## src/rtl/core/mfmt_pkg.sv

```systemverilog
package mfmt_pkg;

  // Slot table size
  localparam int DEF_MOTOR_SLOTS = 6;
  localparam int IDX_W = 3;

  // Field widths
  localparam int ANGLE_W = 16;
  localparam int TURN_W  = 19;
  localparam int TOTAL_W = 32;
  localparam int JUMP_W  = ANGLE_W + 1;
  localparam int ERR_W   = TOTAL_W + 1;

  // Stream widths
  localparam int IN_DATA_W   = 64;
  localparam int IN_USER_W   = 12;
  localparam int OUT_FIELD_W = 3 * ANGLE_W + 8 + TURN_W + 2 * TOTAL_W;
  localparam int OUT_DATA_W  = ((OUT_FIELD_W + 7) / 8) * 8;
  localparam int OUT_USER_W  = IDX_W + 1;

  // Frame identifiers
  localparam logic [10:0] ID_MOTOR_0 = 11'h201;
  localparam logic [10:0] ID_MOTOR_1 = 11'h202;
  localparam logic [10:0] ID_MOTOR_2 = 11'h203;
  localparam logic [10:0] ID_MOTOR_3 = 11'h204;
  localparam logic [10:0] ID_MOTOR_4 = 11'h207;
  localparam logic [10:0] ID_MOTOR_5 = 11'h205;

  localparam logic BUS_FIRST = 1'b0;

  // Slot codes
  localparam logic [IDX_W-1:0] SLOT_0 = 3'd0;
  localparam logic [IDX_W-1:0] SLOT_1 = 3'd1;
  localparam logic [IDX_W-1:0] SLOT_2 = 3'd2;
  localparam logic [IDX_W-1:0] SLOT_3 = 3'd3;
  localparam logic [IDX_W-1:0] SLOT_4 = 3'd4;
  localparam logic [IDX_W-1:0] SLOT_5 = 3'd5;
  localparam logic [IDX_W-1:0] REF_SLOT = SLOT_5;

  // Tracking constants
  localparam int JUMP_THRESHOLD = 4096;
  localparam int TICKS_PER_TURN = 8191;
  localparam int FOLD_SPAN      = 8190;
  localparam int TURN_LIMIT     = 262143;
  localparam int TICK_SHIFT     = $clog2(TICKS_PER_TURN + 1);

  localparam logic signed [JUMP_W-1:0]  JUMP_HI  = JUMP_W'(JUMP_THRESHOLD);
  localparam logic signed [JUMP_W-1:0]  JUMP_LO  = JUMP_W'(-JUMP_THRESHOLD);
  localparam logic signed [TURN_W-1:0]  TURN_MAX = TURN_W'(TURN_LIMIT);
  localparam logic signed [TURN_W-1:0]  TURN_MIN = TURN_W'(-TURN_LIMIT);
  localparam logic signed [TOTAL_W-1:0] TICKS    = TOTAL_W'(TICKS_PER_TURN);
  localparam logic signed [ERR_W-1:0]   FOLD_HI  = ERR_W'(FOLD_SPAN);
  localparam logic signed [ERR_W-1:0]   FOLD_LO  = ERR_W'(-FOLD_SPAN);

  // One slot of tracking state
  typedef struct packed {
    logic               seen;
    logic [ANGLE_W-1:0] start_ang;
    logic [ANGLE_W-1:0] last_ang;
    logic [TURN_W-1:0]  turns;
  } mfmt_entry_t;

  // Write request into the slot table
  typedef struct packed {
    logic             en;
    logic [IDX_W-1:0] slot;
    mfmt_entry_t      data;
  } mfmt_wr_t;

  // Decoded frame, waiting on the table read
  typedef struct packed {
    logic               matched;
    logic [IDX_W-1:0]   slot;
    logic [ANGLE_W-1:0] angle;
    logic [15:0]        speed;
    logic [15:0]        torque;
    logic [7:0]         temp;
  } mfmt_s1_t;

  // Updated frame, waiting on the error fold
  typedef struct packed {
    logic               matched;
    logic [IDX_W-1:0]   slot;
    logic [ANGLE_W-1:0] angle;
    logic [15:0]        speed;
    logic [15:0]        torque;
    logic [7:0]         temp;
    logic [TURN_W-1:0]  turns;
    logic [TOTAL_W-1:0] total;
    logic [TOTAL_W-1:0] ref_total;
    logic [ANGLE_W-1:0] ref_start;
  } mfmt_s2_t;

endpackage

```

## src/rtl/core/motor_feedback_multiturn_tracker_unit.sv

```systemverilog
// Motor feedback multi-turn tracker. Each request is one received CAN frame
// (bus and identifier on in_tuser, eight data bytes on in_tdata); each gives
// exactly one result. The block sustains one frame per clock while the
// output is not stalled. The synchronous memory read of the per-slot state
// table is issued at the accepting edge, together with the decoded frame. The
// slot's read-modify-write follows in the update stage; a bypass register
// covers a frame to the same slot right behind. The position error fold
// comes after the update register and lands in the output register. A stalled
// output holds the pipeline back, and the ready path reaches in_tready in the
// same cycle. The table comes out of reset cleared through per-entry valid
// bits, so frames are taken from the first cycle after reset.
module motor_feedback_multiturn_tracker_unit #(
  parameter int MOTOR_SLOTS = mfmt_pkg::DEF_MOTOR_SLOTS
) (
  input  logic                              clk,
  input  logic                              rst_n,
  input  logic                              in_tvalid,
  output logic                              in_tready,
  // byte_0 [7:0], byte_1, ..., byte_7 [63:56]
  input  logic [mfmt_pkg::IN_DATA_W-1:0]    in_tdata,
  // bus_select [0], frame_id [11:1]
  input  logic [mfmt_pkg::IN_USER_W-1:0]    in_tuser,
  output logic                              out_tvalid,
  input  logic                              out_tready,
  // angle [15:0], speed [31:16], torque [47:32], temperature [55:48],
  // turn_count [74:56], unwrapped_angle [106:75], position_error [138:107], zero pad
  output logic [mfmt_pkg::OUT_DATA_W-1:0]   out_tdata,
  // matched [0], motor_index [3:1]
  output logic [mfmt_pkg::OUT_USER_W-1:0]   out_tuser
);
  import mfmt_pkg::*;

  logic             rd_en;
  logic [IDX_W-1:0] rd_slot;
  logic             s1_valid;
  mfmt_s1_t         s1;
  mfmt_entry_t      rd_entry;
  mfmt_wr_t         wr;
  logic             upd_ready;
  logic             s2_valid;
  mfmt_s2_t         s2;
  logic             fold_ready;

  // Frame decode and table read issue
  mfmt_decode u_decode (
    .clk      (clk),
    .rst_n    (rst_n),
    .in_valid (in_tvalid),
    .in_user  (in_tuser),
    .in_data  (in_tdata),
    .dn_ready (upd_ready),
    .in_ready (in_tready),
    .rd_en    (rd_en),
    .rd_slot  (rd_slot),
    .s1_valid (s1_valid),
    .s1       (s1)
  );

  // Per-slot tracking state
  mfmt_state_mem #(
    .MOTOR_SLOTS (MOTOR_SLOTS)
  ) u_state_mem (
    .clk      (clk),
    .rst_n    (rst_n),
    .rd_en    (rd_en),
    .rd_slot  (rd_slot),
    .wr       (wr),
    .rd_entry (rd_entry)
  );

  // Turn tracking and write-back
  mfmt_update u_update (
    .clk      (clk),
    .rst_n    (rst_n),
    .s1_valid (s1_valid),
    .s1       (s1),
    .entry    (rd_entry),
    .dn_ready (fold_ready),
    .up_ready (upd_ready),
    .wr       (wr),
    .s2_valid (s2_valid),
    .s2       (s2)
  );

  // Error fold and output register
  mfmt_fold u_fold (
    .clk        (clk),
    .rst_n      (rst_n),
    .s2_valid   (s2_valid),
    .s2         (s2),
    .out_tready (out_tready),
    .up_ready   (fold_ready),
    .out_tvalid (out_tvalid),
    .out_tdata  (out_tdata),
    .out_tuser  (out_tuser)
  );

endmodule

```

## src/rtl/core/mfmt_decode.sv

```systemverilog
module mfmt_decode (
  input  logic                              clk,
  input  logic                              rst_n,
  input  logic                              in_valid,
  input  logic [mfmt_pkg::IN_USER_W-1:0]    in_user,   // bus_select, frame_id
  input  logic [mfmt_pkg::IN_DATA_W-1:0]    in_data,   // byte_0 .. byte_7
  input  logic                              dn_ready,
  output logic                              in_ready,
  output logic                              rd_en,
  output logic [mfmt_pkg::IDX_W-1:0]        rd_slot,
  output logic                              s1_valid,
  output mfmt_pkg::mfmt_s1_t                s1
);
  import mfmt_pkg::*;

  logic        bus;
  logic [10:0] id;
  logic        hit;
  logic [IDX_W-1:0] slot;
  mfmt_s1_t    s1_nxt;
  mfmt_s1_t    s1_r;
  logic        s1_valid_r;

  assign bus = in_user[0];
  assign id  = in_user[11:1];

  // Slot lookup from bus and identifier
  always_comb begin
    hit  = 1'b0;
    slot = SLOT_0;
    if (bus == BUS_FIRST) begin
      case (id)
        ID_MOTOR_0: begin hit = 1'b1; slot = SLOT_0; end
        ID_MOTOR_1: begin hit = 1'b1; slot = SLOT_1; end
        ID_MOTOR_2: begin hit = 1'b1; slot = SLOT_2; end
        ID_MOTOR_3: begin hit = 1'b1; slot = SLOT_3; end
        ID_MOTOR_4: begin hit = 1'b1; slot = SLOT_4; end
        default: begin hit = 1'b0; slot = SLOT_0; end
      endcase
    end else if (id == ID_MOTOR_5) begin
      hit  = 1'b1;
      slot = SLOT_5;
    end
  end

  // Big-endian unpack
  always_comb begin
    s1_nxt.matched = hit;
    s1_nxt.slot    = slot;
    s1_nxt.angle   = {in_data[7:0], in_data[15:8]};
    s1_nxt.speed   = {in_data[23:16], in_data[31:24]};
    s1_nxt.torque  = {in_data[39:32], in_data[47:40]};
    s1_nxt.temp    = in_data[55:48];
  end

  // Stage moves whenever it is empty or drains downstream
  assign in_ready = !s1_valid_r || dn_ready;
  assign rd_en    = in_ready;
  assign rd_slot  = slot;

  always_ff @(posedge clk) begin
    if (!rst_n) begin
      s1_valid_r <= 1'b0;
    end else if (in_ready) begin
      s1_valid_r <= in_valid;
    end
  end

  always_ff @(posedge clk) begin
    if (in_ready) begin
      s1_r <= s1_nxt;
    end
  end

  assign s1_valid = s1_valid_r;
  assign s1       = s1_r;

endmodule

```

## src/rtl/core/mfmt_state_mem.sv

```systemverilog
module mfmt_state_mem #(
  parameter int MOTOR_SLOTS = mfmt_pkg::DEF_MOTOR_SLOTS
) (
  input  logic                        clk,
  input  logic                        rst_n,
  input  logic                        rd_en,
  input  logic [mfmt_pkg::IDX_W-1:0]  rd_slot,
  input  mfmt_pkg::mfmt_wr_t          wr,
  output mfmt_pkg::mfmt_entry_t       rd_entry
);
  import mfmt_pkg::*;

  localparam int SLOT_W = (MOTOR_SLOTS > 1) ? $clog2(MOTOR_SLOTS) : 1;

  mfmt_entry_t             mem_r [MOTOR_SLOTS];
  logic [MOTOR_SLOTS-1:0]  valid_r;
  mfmt_entry_t             rd_data_r;
  mfmt_entry_t             fwd_data_r;
  logic                    rd_ok_r;
  logic                    fwd_hit_r;
  logic [SLOT_W-1:0]       rd_addr;
  logic [SLOT_W-1:0]       wr_addr;

  assign rd_addr = SLOT_W'(rd_slot);
  assign wr_addr = SLOT_W'(wr.slot);

  // Table array, registered read
  always_ff @(posedge clk) begin
    if (wr.en) begin
      mem_r[wr_addr] <= wr.data;
    end
    if (rd_en) begin
      rd_data_r  <= mem_r[rd_addr];
      fwd_data_r <= wr.data;
    end
  end

  // Per-entry valid bits stand in for the zero reset
  always_ff @(posedge clk) begin
    if (!rst_n) begin
      valid_r   <= '0;
      rd_ok_r   <= 1'b0;
      fwd_hit_r <= 1'b0;
    end else begin
      if (wr.en) begin
        valid_r[wr_addr] <= 1'b1;
      end
      if (rd_en) begin
        rd_ok_r   <= valid_r[rd_addr];
        fwd_hit_r <= wr.en && (wr_addr == rd_addr);
      end
    end
  end

  // Write in the read cycle to the same slot wins over the array
  assign rd_entry = fwd_hit_r ? fwd_data_r : (rd_ok_r ? rd_data_r : '0);

endmodule

```

## src/rtl/core/mfmt_update.sv

```systemverilog
module mfmt_update (
  input  logic                   clk,
  input  logic                   rst_n,
  input  logic                   s1_valid,
  input  mfmt_pkg::mfmt_s1_t     s1,
  input  mfmt_pkg::mfmt_entry_t  entry,
  input  logic                   dn_ready,
  output logic                   up_ready,
  output mfmt_pkg::mfmt_wr_t     wr,
  output logic                   s2_valid,
  output mfmt_pkg::mfmt_s2_t     s2
);
  import mfmt_pkg::*;

  logic [ANGLE_W-1:0]        ang;
  logic [ANGLE_W-1:0]        last_eff;
  logic [ANGLE_W-1:0]        last_out;
  logic [ANGLE_W-1:0]        start_out;
  logic                      hit;
  logic                      ref_hit;
  logic                      go_dn;
  logic                      go_up;
  logic                      fire;
  logic signed [JUMP_W-1:0]  jump;
  logic signed [TURN_W-1:0]  t_cur;
  logic signed [TURN_W-1:0]  t_new;
  logic signed [TOTAL_W-1:0] t_wide;
  logic signed [TOTAL_W-1:0] base;
  logic signed [TOTAL_W-1:0] tot_dn;
  logic signed [TOTAL_W-1:0] tot_up;
  logic signed [TOTAL_W-1:0] total;
  mfmt_entry_t               entry_nxt;
  mfmt_s2_t                  s2_nxt;
  mfmt_s2_t                  s2_r;
  logic                      s2_valid_r;
  logic [TOTAL_W-1:0]        ref_total_r;
  logic [ANGLE_W-1:0]        ref_start_r;

  // Jump test against the previous angle (first sample compares to itself)
  always_comb begin
    ang      = s1.angle;
    hit      = s1.matched && (ang != '0);
    last_eff = entry.seen ? entry.last_ang : ang;
    jump     = $signed({1'b0, ang}) - $signed({1'b0, last_eff});
    t_cur    = $signed(entry.turns);
    go_dn    = hit && (jump > JUMP_HI) && (t_cur > TURN_MIN);
    go_up    = hit && (jump < JUMP_LO) && (t_cur < TURN_MAX);
    if (go_dn) begin
      t_new = t_cur - TURN_W'(1);
    end else if (go_up) begin
      t_new = t_cur + TURN_W'(1);
    end else begin
      t_new = t_cur;
    end
  end

  // Total from old turns, with the one-turn step chosen afterward
  always_comb begin
    last_out  = hit ? ang : entry.last_ang;
    start_out = (hit && !entry.seen) ? ang : entry.start_ang;
    t_wide    = {{(TOTAL_W - TURN_W){t_cur[TURN_W-1]}}, t_cur};
    base      = (t_wide <<< TICK_SHIFT) - t_wide
              + $signed({{(TOTAL_W - ANGLE_W){1'b0}}, last_out});
    tot_dn    = base - TICKS;
    tot_up    = base + TICKS;
    if (go_dn) begin
      total = tot_dn;
    end else if (go_up) begin
      total = tot_up;
    end else begin
      total = base;
    end
  end

  always_comb begin
    entry_nxt.seen      = entry.seen || hit;
    entry_nxt.start_ang = start_out;
    entry_nxt.last_ang  = last_out;
    entry_nxt.turns     = t_new;
  end

  assign up_ready = !s2_valid_r || dn_ready;
  assign fire     = s1_valid && up_ready;
  assign ref_hit  = hit && (s1.slot == REF_SLOT);

  // Write back only on a tracked sample
  assign wr.en   = fire && hit;
  assign wr.slot = s1.slot;
  assign wr.data = entry_nxt;

  always_comb begin
    s2_nxt.matched   = s1.matched;
    s2_nxt.slot      = s1.slot;
    s2_nxt.angle     = s1.angle;
    s2_nxt.speed     = s1.speed;
    s2_nxt.torque    = s1.torque;
    s2_nxt.temp      = s1.temp;
    s2_nxt.turns     = t_new;
    s2_nxt.total     = total;
    s2_nxt.ref_total = ref_hit ? total : ref_total_r;
    s2_nxt.ref_start = ref_hit ? start_out : ref_start_r;
  end

  // Reference slot total and start, kept for the error output
  always_ff @(posedge clk) begin
    if (!rst_n) begin
      ref_total_r <= '0;
      ref_start_r <= '0;
    end else if (fire && ref_hit) begin
      ref_total_r <= total;
      ref_start_r <= start_out;
    end
  end

  always_ff @(posedge clk) begin
    if (!rst_n) begin
      s2_valid_r <= 1'b0;
    end else if (up_ready) begin
      s2_valid_r <= s1_valid;
    end
  end

  always_ff @(posedge clk) begin
    if (up_ready) begin
      s2_r <= s2_nxt;
    end
  end

  assign s2_valid = s2_valid_r;
  assign s2       = s2_r;

endmodule

```

## src/rtl/core/mfmt_fold.sv

```systemverilog
module mfmt_fold (
  input  logic                              clk,
  input  logic                              rst_n,
  input  logic                              s2_valid,
  input  mfmt_pkg::mfmt_s2_t                s2,
  input  logic                              out_tready,
  output logic                              up_ready,
  output logic                              out_tvalid,
  output logic [mfmt_pkg::OUT_DATA_W-1:0]   out_tdata,
  output logic [mfmt_pkg::OUT_USER_W-1:0]   out_tuser
);
  import mfmt_pkg::*;

  logic signed [ERR_W-1:0]  diff;
  logic signed [ERR_W-1:0]  err_dn;
  logic signed [ERR_W-1:0]  err_up;
  logic signed [ERR_W-1:0]  err;
  logic [OUT_DATA_W-1:0]    data_nxt;
  logic [OUT_USER_W-1:0]    user_nxt;
  logic [OUT_DATA_W-1:0]    data_r;
  logic [OUT_USER_W-1:0]    user_r;
  logic                     out_valid_r;

  // Fold the reference error once by the span, candidates in parallel
  always_comb begin
    diff   = $signed({s2.ref_total[TOTAL_W-1], s2.ref_total})
           - $signed({{(ERR_W - ANGLE_W){1'b0}}, s2.ref_start});
    err_dn = diff - FOLD_HI;
    err_up = diff + FOLD_HI;
    if (diff > FOLD_HI) begin
      err = err_dn;
    end else if (diff < FOLD_LO) begin
      err = err_up;
    end else begin
      err = diff;
    end
  end

  // Pack result; unmatched frames report all zeros
  always_comb begin
    if (s2.matched) begin
      data_nxt = {{(OUT_DATA_W - OUT_FIELD_W){1'b0}}, err[TOTAL_W-1:0], s2.total,
                  s2.turns, s2.temp, s2.torque, s2.speed, s2.angle};
      user_nxt = {s2.slot, 1'b1};
    end else begin
      data_nxt = '0;
      user_nxt = '0;
    end
  end

  assign up_ready = !out_valid_r || out_tready;

  always_ff @(posedge clk) begin
    if (!rst_n) begin
      out_valid_r <= 1'b0;
    end else if (up_ready) begin
      out_valid_r <= s2_valid;
    end
  end

  always_ff @(posedge clk) begin
    if (up_ready) begin
      data_r <= data_nxt;
      user_r <= user_nxt;
    end
  end

  assign out_tvalid = out_valid_r;
  assign out_tdata  = data_r;
  assign out_tuser  = user_r;

endmodule

```

## config.mk

```make
export PLATFORM = sky130hd
export DESIGN_NAME = motor_feedback_multiturn_tracker_unit
export DESIGN_NICKNAME = d
export VERILOG_FILES = /design/src/rtl/core/mfmt_pkg.sv /design/src/rtl/core/motor_feedback_multiturn_tracker_unit.sv /design/src/rtl/core/mfmt_decode.sv /design/src/rtl/core/mfmt_state_mem.sv /design/src/rtl/core/mfmt_update.sv /design/src/rtl/core/mfmt_fold.sv
export SDC_FILE = /design/constraint.sdc
export NUM_CORES = 1
export LEC_CHECK = 0
export ABC_AREA = 1
export BUFFER_PORTS_ARGS = -buffer_cell sky130_fd_sc_hd__buf_4
export CAP_MARGIN = 20
export CORE_ASPECT_RATIO = 2
export CORE_MARGIN = 4
export CORE_UTILIZATION = 55
export DETAILED_ROUTE_END_ITERATION = 8
export PLACE_DENSITY = 0.82
export RECOVER_POWER = 100
export SLEW_MARGIN = 20
export SYNTH_ARGS = -nofsm -noshare
export SYNTH_HDL_FRONTEND = slang
export SYNTH_SLANG_ARGS = --single-unit
```

## constraint.sdc

```tcl
create_clock -name clk -period 19.02 [get_ports clk]
set_clock_uncertainty 0.05 [all_clocks]
set_input_delay 3.804 -clock clk [delete_from_list [all_inputs] [get_ports clk]]
set_output_delay 3.804 -clock clk [all_outputs]
set_load 0.05 [all_outputs]
```

==> run metrics, run 1 <==
PwrDens 82.7 nW/µm²; worst skew pair latency 680 ps; die height 399 µm; wire length per cell 18.7 µm; Post-synth EDFFs 778; Die W 203 µm; pin count of the biggest net entering global routing 103; gr usage total 26.7%; HPWL after DPL 76.2 mm; PostCTS Resize Cnt 0; synthesized area per cell 9.16 µm²; initial antenna violation count 0; Fillers 6,483; Final Hold Fails 0; Initial DRC Count 2,164; Netlist Area Pre-Place 42,000 µm²; GR Overflow Total 0; met1 GRT Util 27.1%; period utilization 72.9%; most frequent cells in the layout 1,314 x nand2_1, 778 x edfxtp_1, 591 x inv_1; Async SR Flop Fraction 0%; CP Cell Sequence clkbuf_4, nor2_1, clkinvlp_2, nor2_1, inv_6, nor2_1, inv_6, clkbuf_1; synth unique cells 49; Yosys reg bits 837; PortBufs 216; Routed Antenna Nets 0; Gate Count Post-Synth 4,582; Critical Path End Type output pin; Seq/Total Area, Yosys 58.5%; share of cells above drive strength 1 4.70%; CP arrival 10,010 ps; RSZ-0062 raised after global routing no; vias in the first global route 32,000; Post-DP Area 44,600 µm²; WL final 109 mm; routing usage on met3 3.32%; Fmax 0.0721 GHz; HP Class reg -> reg; TritonRoute pass-1 iters 9; final instance area 46,200 µm²; Required @ worst endpoint 15,170 ps; # DRC 0; violated checks max-capacitance violations, max-slew violations; Top Ports 230; final core occ 60.9%; worst reg-to-reg setup slack 8900 ps; met2 Use GR 49.9%; first-pass GRT wire length 169 mm; die area 81,100 µm²; critical path's slowest cell clkinvlp_2; Multi-input gate area 14,500 µm²; final slew viol count 1,182; TritonCTS buffer count 71; Via Count 32,000; Final setup viols 0; number of hold buffers added after cts 0; Slew Limit Headroom -178%; Worst-Margin Slew 4170 ps; Post-CTS Setup Bufs 0; Clock Path Buffers 3; Synthesis Warnings 0; leak pwr 21.0 nW; Max H-tree Level 3; Primary FF master, synth edfxtp_1; Final min period 13,860 ps; Row Count 143; most common library cell in the layout ignoring fill and taps nand2_1; crit-path max FO 102; Setup CP Type in -> out; startpoint types input port; nets 4,957; CORE AREA 75,900 µm²; status complete, but fails checks; slowest cell delay on critical path 2770 ps; GRT busiest layer met2; Initial Util 55.3%; clock transition at the registers of the reported paths 60 ps; Area Growth Syn to Fin 10.1%; routed vias/inst 5.49; CP most frequent cell nor2_1; setup TNS 0 ps; maximum vdd drop 0.0000711 V; FF/Latch Area 24,500 µm²; root buffer cell clkbuf_16; CTS Sinks 837; MaxCap Viol Count 23; CTS tree yes; gpl congestion 0.977
routing by layer:
metal	part of all wire [%]	up-vias
met5	0	-
met1	34	14900
met4	7.8	0
met2	53	1169
met3	5.4	393
li1	-	15600
critical path: cells and delay by family:
kind          cells  cell delay, ps
simple gates      3            2010
buf+inv           5            4060
cell type report:
cell class	count	share of cell area (%)
clock buffers	93	4.14
repair buffers	258	2.73
multi-input cells	2996	31.4
well taps	1015	2.75
clock inverters	35	0.883
inverters	607	4.97
diodes	1	0.00542
flip-flops and latches	837	53.1
flip-flops by register name, summed over array words and instances (netlist names), 16 cells and up:
name and count:
u_fold.out_tdata 139, u_update.ref_start_r 16, u_update.ref_total_r 32, u_decode.s1 60, u_state_mem.rd_data_r 52, u_update.s2 159, u_state_mem.fwd_data_r 52, u_state_mem.mem_r 312
synthesized netlist by cell type (all sizes together) (3+ instances only):
master | count | area (µm²)
nor4 | 14 | 87.6
fa | 6 | 120
xor2 | 79 | 699
ha | 100 | 1250
buf | 45 | 280
nand4 | 65 | 407
nor3 | 43 | 215
nand3b | 10 | 75.1
a22oi | 19 | 153
o21a | 14 | 105
nand3 | 232 | 1180
a31oi | 4 | 25.0
o211ai | 3 | 22.5
edfxtp | 778 | 23400
nand2 | 1331 | 5050
xnor2 | 8 | 77.6
inv | 603 | 2260
o21ai | 268 | 1340
o31ai | 55 | 413
a21oi | 133 | 666
nor2 | 526 | 2020
clkinv | 4 | 15.0
clkbuf | 101 | 379
dfxtp | 59 | 1180
o22ai | 54 | 338
a22o | 15 | 131
power by group:
group / internal [mW] / switching, mW
Combinational: 0.0974 / 0.254
Sequential: 2.02 / 0.0131
Clock: 0.767 / 0.669
per-stage QoR:
step                instances  hold slack (ps)  power [mW]  worst slack (ps)
global placement         5713              352        2.42              8650
floorplan                4586              350        2.33              1380
CTS                      5841              366        3.85              8560
finish                   5842              359        3.82              5160
detailed placement       5713              355        2.42              8550
global route             5841              374        3.96              4300
kinds of logic (layout without fill, tap and decap cells):
| family | after synthesis | in the layout | share of synthesized area [%] |
|---|---|---|---|
| muxes | 1 | 1 | 0.0239 |
| DFF | 837 | 837 | 58.5 |
| buffers and inverters | 753 | 993 | 7.00 |
| and+or+nand+nor | 2225 | 2225 | 21.6 |
| adders and majority gates | 106 | 106 | 3.27 |
| AOI/OAI and AO/OA | 572 | 572 | 7.77 |
| xor gates and xnor gates | 87 | 87 | 1.85 |
| other | 1 | 6 | 0.00894 |
final timing paths:
kind                     startpoint                   to  cells after the start
setup / recovery         out_tready            in_tready                      8
hold / removal      u_decode.s1[15]     u_update.s2[114]                      0
setup reg to reg  u_fold.out_tvalid  u_state_mem.rd_ok_r                     11
hold reg to reg     u_decode.s1[15]     u_update.s2[114]                      0
(Power assumes the default switching activity.)
==> inputs of run 2 (changes only) <==
--- a/config.mk
+++ b/config.mk
@@ -12,7 +12,7 @@
 export CORE_MARGIN = 4
 export CORE_UTILIZATION = 55
 export DETAILED_ROUTE_END_ITERATION = 8
-export PLACE_DENSITY = 0.82
+export PLACE_DENSITY = 0.85
 export RECOVER_POWER = 100
 export SLEW_MARGIN = 20
 export SYNTH_ARGS = -nofsm -noshare
==> constraint.sdc (replaced) <==
create_clock -name clk -period 11.7 [get_ports clk]
set_clock_uncertainty 0.05 [all_clocks]
set_input_delay 2.34 -clock clk [delete_from_list [all_inputs] [get_ports clk]]
set_output_delay 2.34 -clock clk [all_outputs]
set_load 0.05 [all_outputs]
==> run 2 against run 1 <==
Global-route usage rose by 0.18 points. Largest cell class unchanged. Combinational power rose by 62%. Flip-flop and latch count did not move. The run still ends with max-capacitance violations, max-slew violations left. Final area up 0.52%. Utilization rose by 0.32 points. Register-to-register slack got worse by 5800 ps. Clock power up 78%.
==> run metrics, run 2 (synthesis gave the netlist of run 1 again) <==
status complete, but fails checks; violated checks max-capacitance violations, max-slew violations; initial antenna violation count 0; PostCTS Resize Cnt 0; max reg flops 312; Slew Limit Headroom -182%; Routed Antenna Nets 0; CTS Sinks 837; share of cells above drive strength 1 4.91%; setup TNS 0 ps; most common library cell in the layout ignoring fill and taps nand2_1; CP arrival 6560 ps; maximum vdd drop 0.0000955 V; slowest cell delay on critical path 1070 ps; # DRC 0; Max H-tree Level 3; clock network fraction of design power 40.0%; Via Count 32,400; CORE AREA 75,900 µm²; die area 81,100 µm²; Final setup viols 0; Top Ports 230; number of hold buffers added after cts 0; TritonRoute pass-1 iters 5; Row Count 143; Fmax 0.112 GHz; Post-CTS Setup Bufs 0; Critical Path End Type output pin; CP Cell Sequence clkbuf_4, nor2_1, clkinvlp_2, nor2_1, clkinvlp_2, nor2_1, clkinvlp_2, clkbuf_1; internal power 4.88 mW; Sequential Power Share 51.2%; Setup CP Type in -> out; startpoint types input port; period utilization 76.5%; die height 399 µm; critical path's slowest cell clkinvlp_2; vias in the first global route 32,000; final antenna diode count 0; CTS tree yes; PortBufs 216; worst skew pair latency 660 ps; MaxCap Viol Count 17; clock transition at the registers of the reported paths 70 ps; Die W 203 µm; routed vias/inst 5.54; crit-path max FO 28; Worst-Margin Slew 4240 ps; Hold WS 371 ps; PwrDens 139 nW/µm²; gr usage total 26.9%; TritonCTS buffer count 70; HP Class reg -> reg; Switching Fraction 24.2%; leak pwr 21.1 nW; final slew viol count 1,003; Required @ worst endpoint 9310 ps; gpl congestion 0.982; Final min period 8950 ps; nets 4,958; Net Switching 1.56 mW; Clock Path Buffers 3; most frequent cells in the layout 1,316 x nand2_1, 778 x edfxtp_1, 592 x inv_1; Initial DRC Count 2,386; first-pass GRT wire length 170 mm; RSZ-0062 raised after global routing no; GR Overflow Total 0; Tot Pwr 6.44 mW; wire length per cell 18.9 µm; Area Growth Syn to Fin 10.6%; Most flops, register u_state_mem.mem_r; Initial Util 55.3%; Final Hold Fails 0; WL final 111 mm; root buffer cell clkbuf_16; HPWL after DPL 76.9 mm; combinational cell fraction of total power 8.8%; pin count of the biggest net entering global routing 158
[run 2: changes by cell type in the layout (fill, tap and decap cells not counted), sizes merged]
cell      previous run  this run
diode                1         0
clkinv              31        32
bufinv               3        14
clkinvlp             5        11
clkbuf             330       313
buf                 21        24
[run 2: area by class of cell]
cell class                      count  area, µm²
Tap cell                         1015       1270
Fill cell                        6374      29400
Clock buffer                       77       1780
Multi-Input combinational cell   2996      14500
Clock inverter                     53        801
Inverter                          607       2290
Timing Repair Buffer              260       1270
Sequential cell                   837      24500
[run 2: path summary, 6_finish.rpt]
path	start	end	slack, ps	cells past startpoint
worst max-delay path	out_tready	in_tready	2750	8
worst max register to register	u_state_mem.fwd_hit_r	u_update.s2[41]	3090	25
worst min register to register	u_decode.s1[37]	u_update.s2[136]	370	0
worst min-delay path	u_decode.s1[37]	u_update.s2[136]	370	0
[run 2: stage by stage]
stage | cell area (µm²) | utilization, % | worst slack [ps] | instances
2_1_floorplan | 42000 | - | -477 | 4586
3_3_place_gp | 44600 | 58.8 | 4250 | 5714
3_5_place_dp | 44600 | 58.8 | 4110 | 5714
4_1_cts | 47200 | 62.2 | 4120 | 5844
5_1_grt | 46400 | 61.2 | 2330 | 5845
6_report | 46400 | 61.2 | 2750 | 5845
[run 2: metal layers]
metal  wire length (µm)  up-vias  share of wire, %  track usage, %
met2              58000     1348                52            49.7
li1                   -    15500                 -               -
met1              37600    15000                34            27.5
met5                  0        -                 0               0
met3               6400      437               5.8            3.37
met4               8740        0               7.9            19.4
[run 2: power groups by stage]
stage	Clock, mW	Sequential, mW	Combinational (mW)
after floorplan	0	3.40	0.376
after global placement	0	3.36	0.565
after detailed placement	0	3.37	0.573
after CTS	2.61	3.30	0.575
after global routing	2.73	3.30	0.631
final	2.57	3.30	0.567
[run 2: critical path, delay by kind of cell]
kind                   cells  cell delay, ps
AND/OR/NAND/NOR            3            1230
buffers and inverters      5            2990
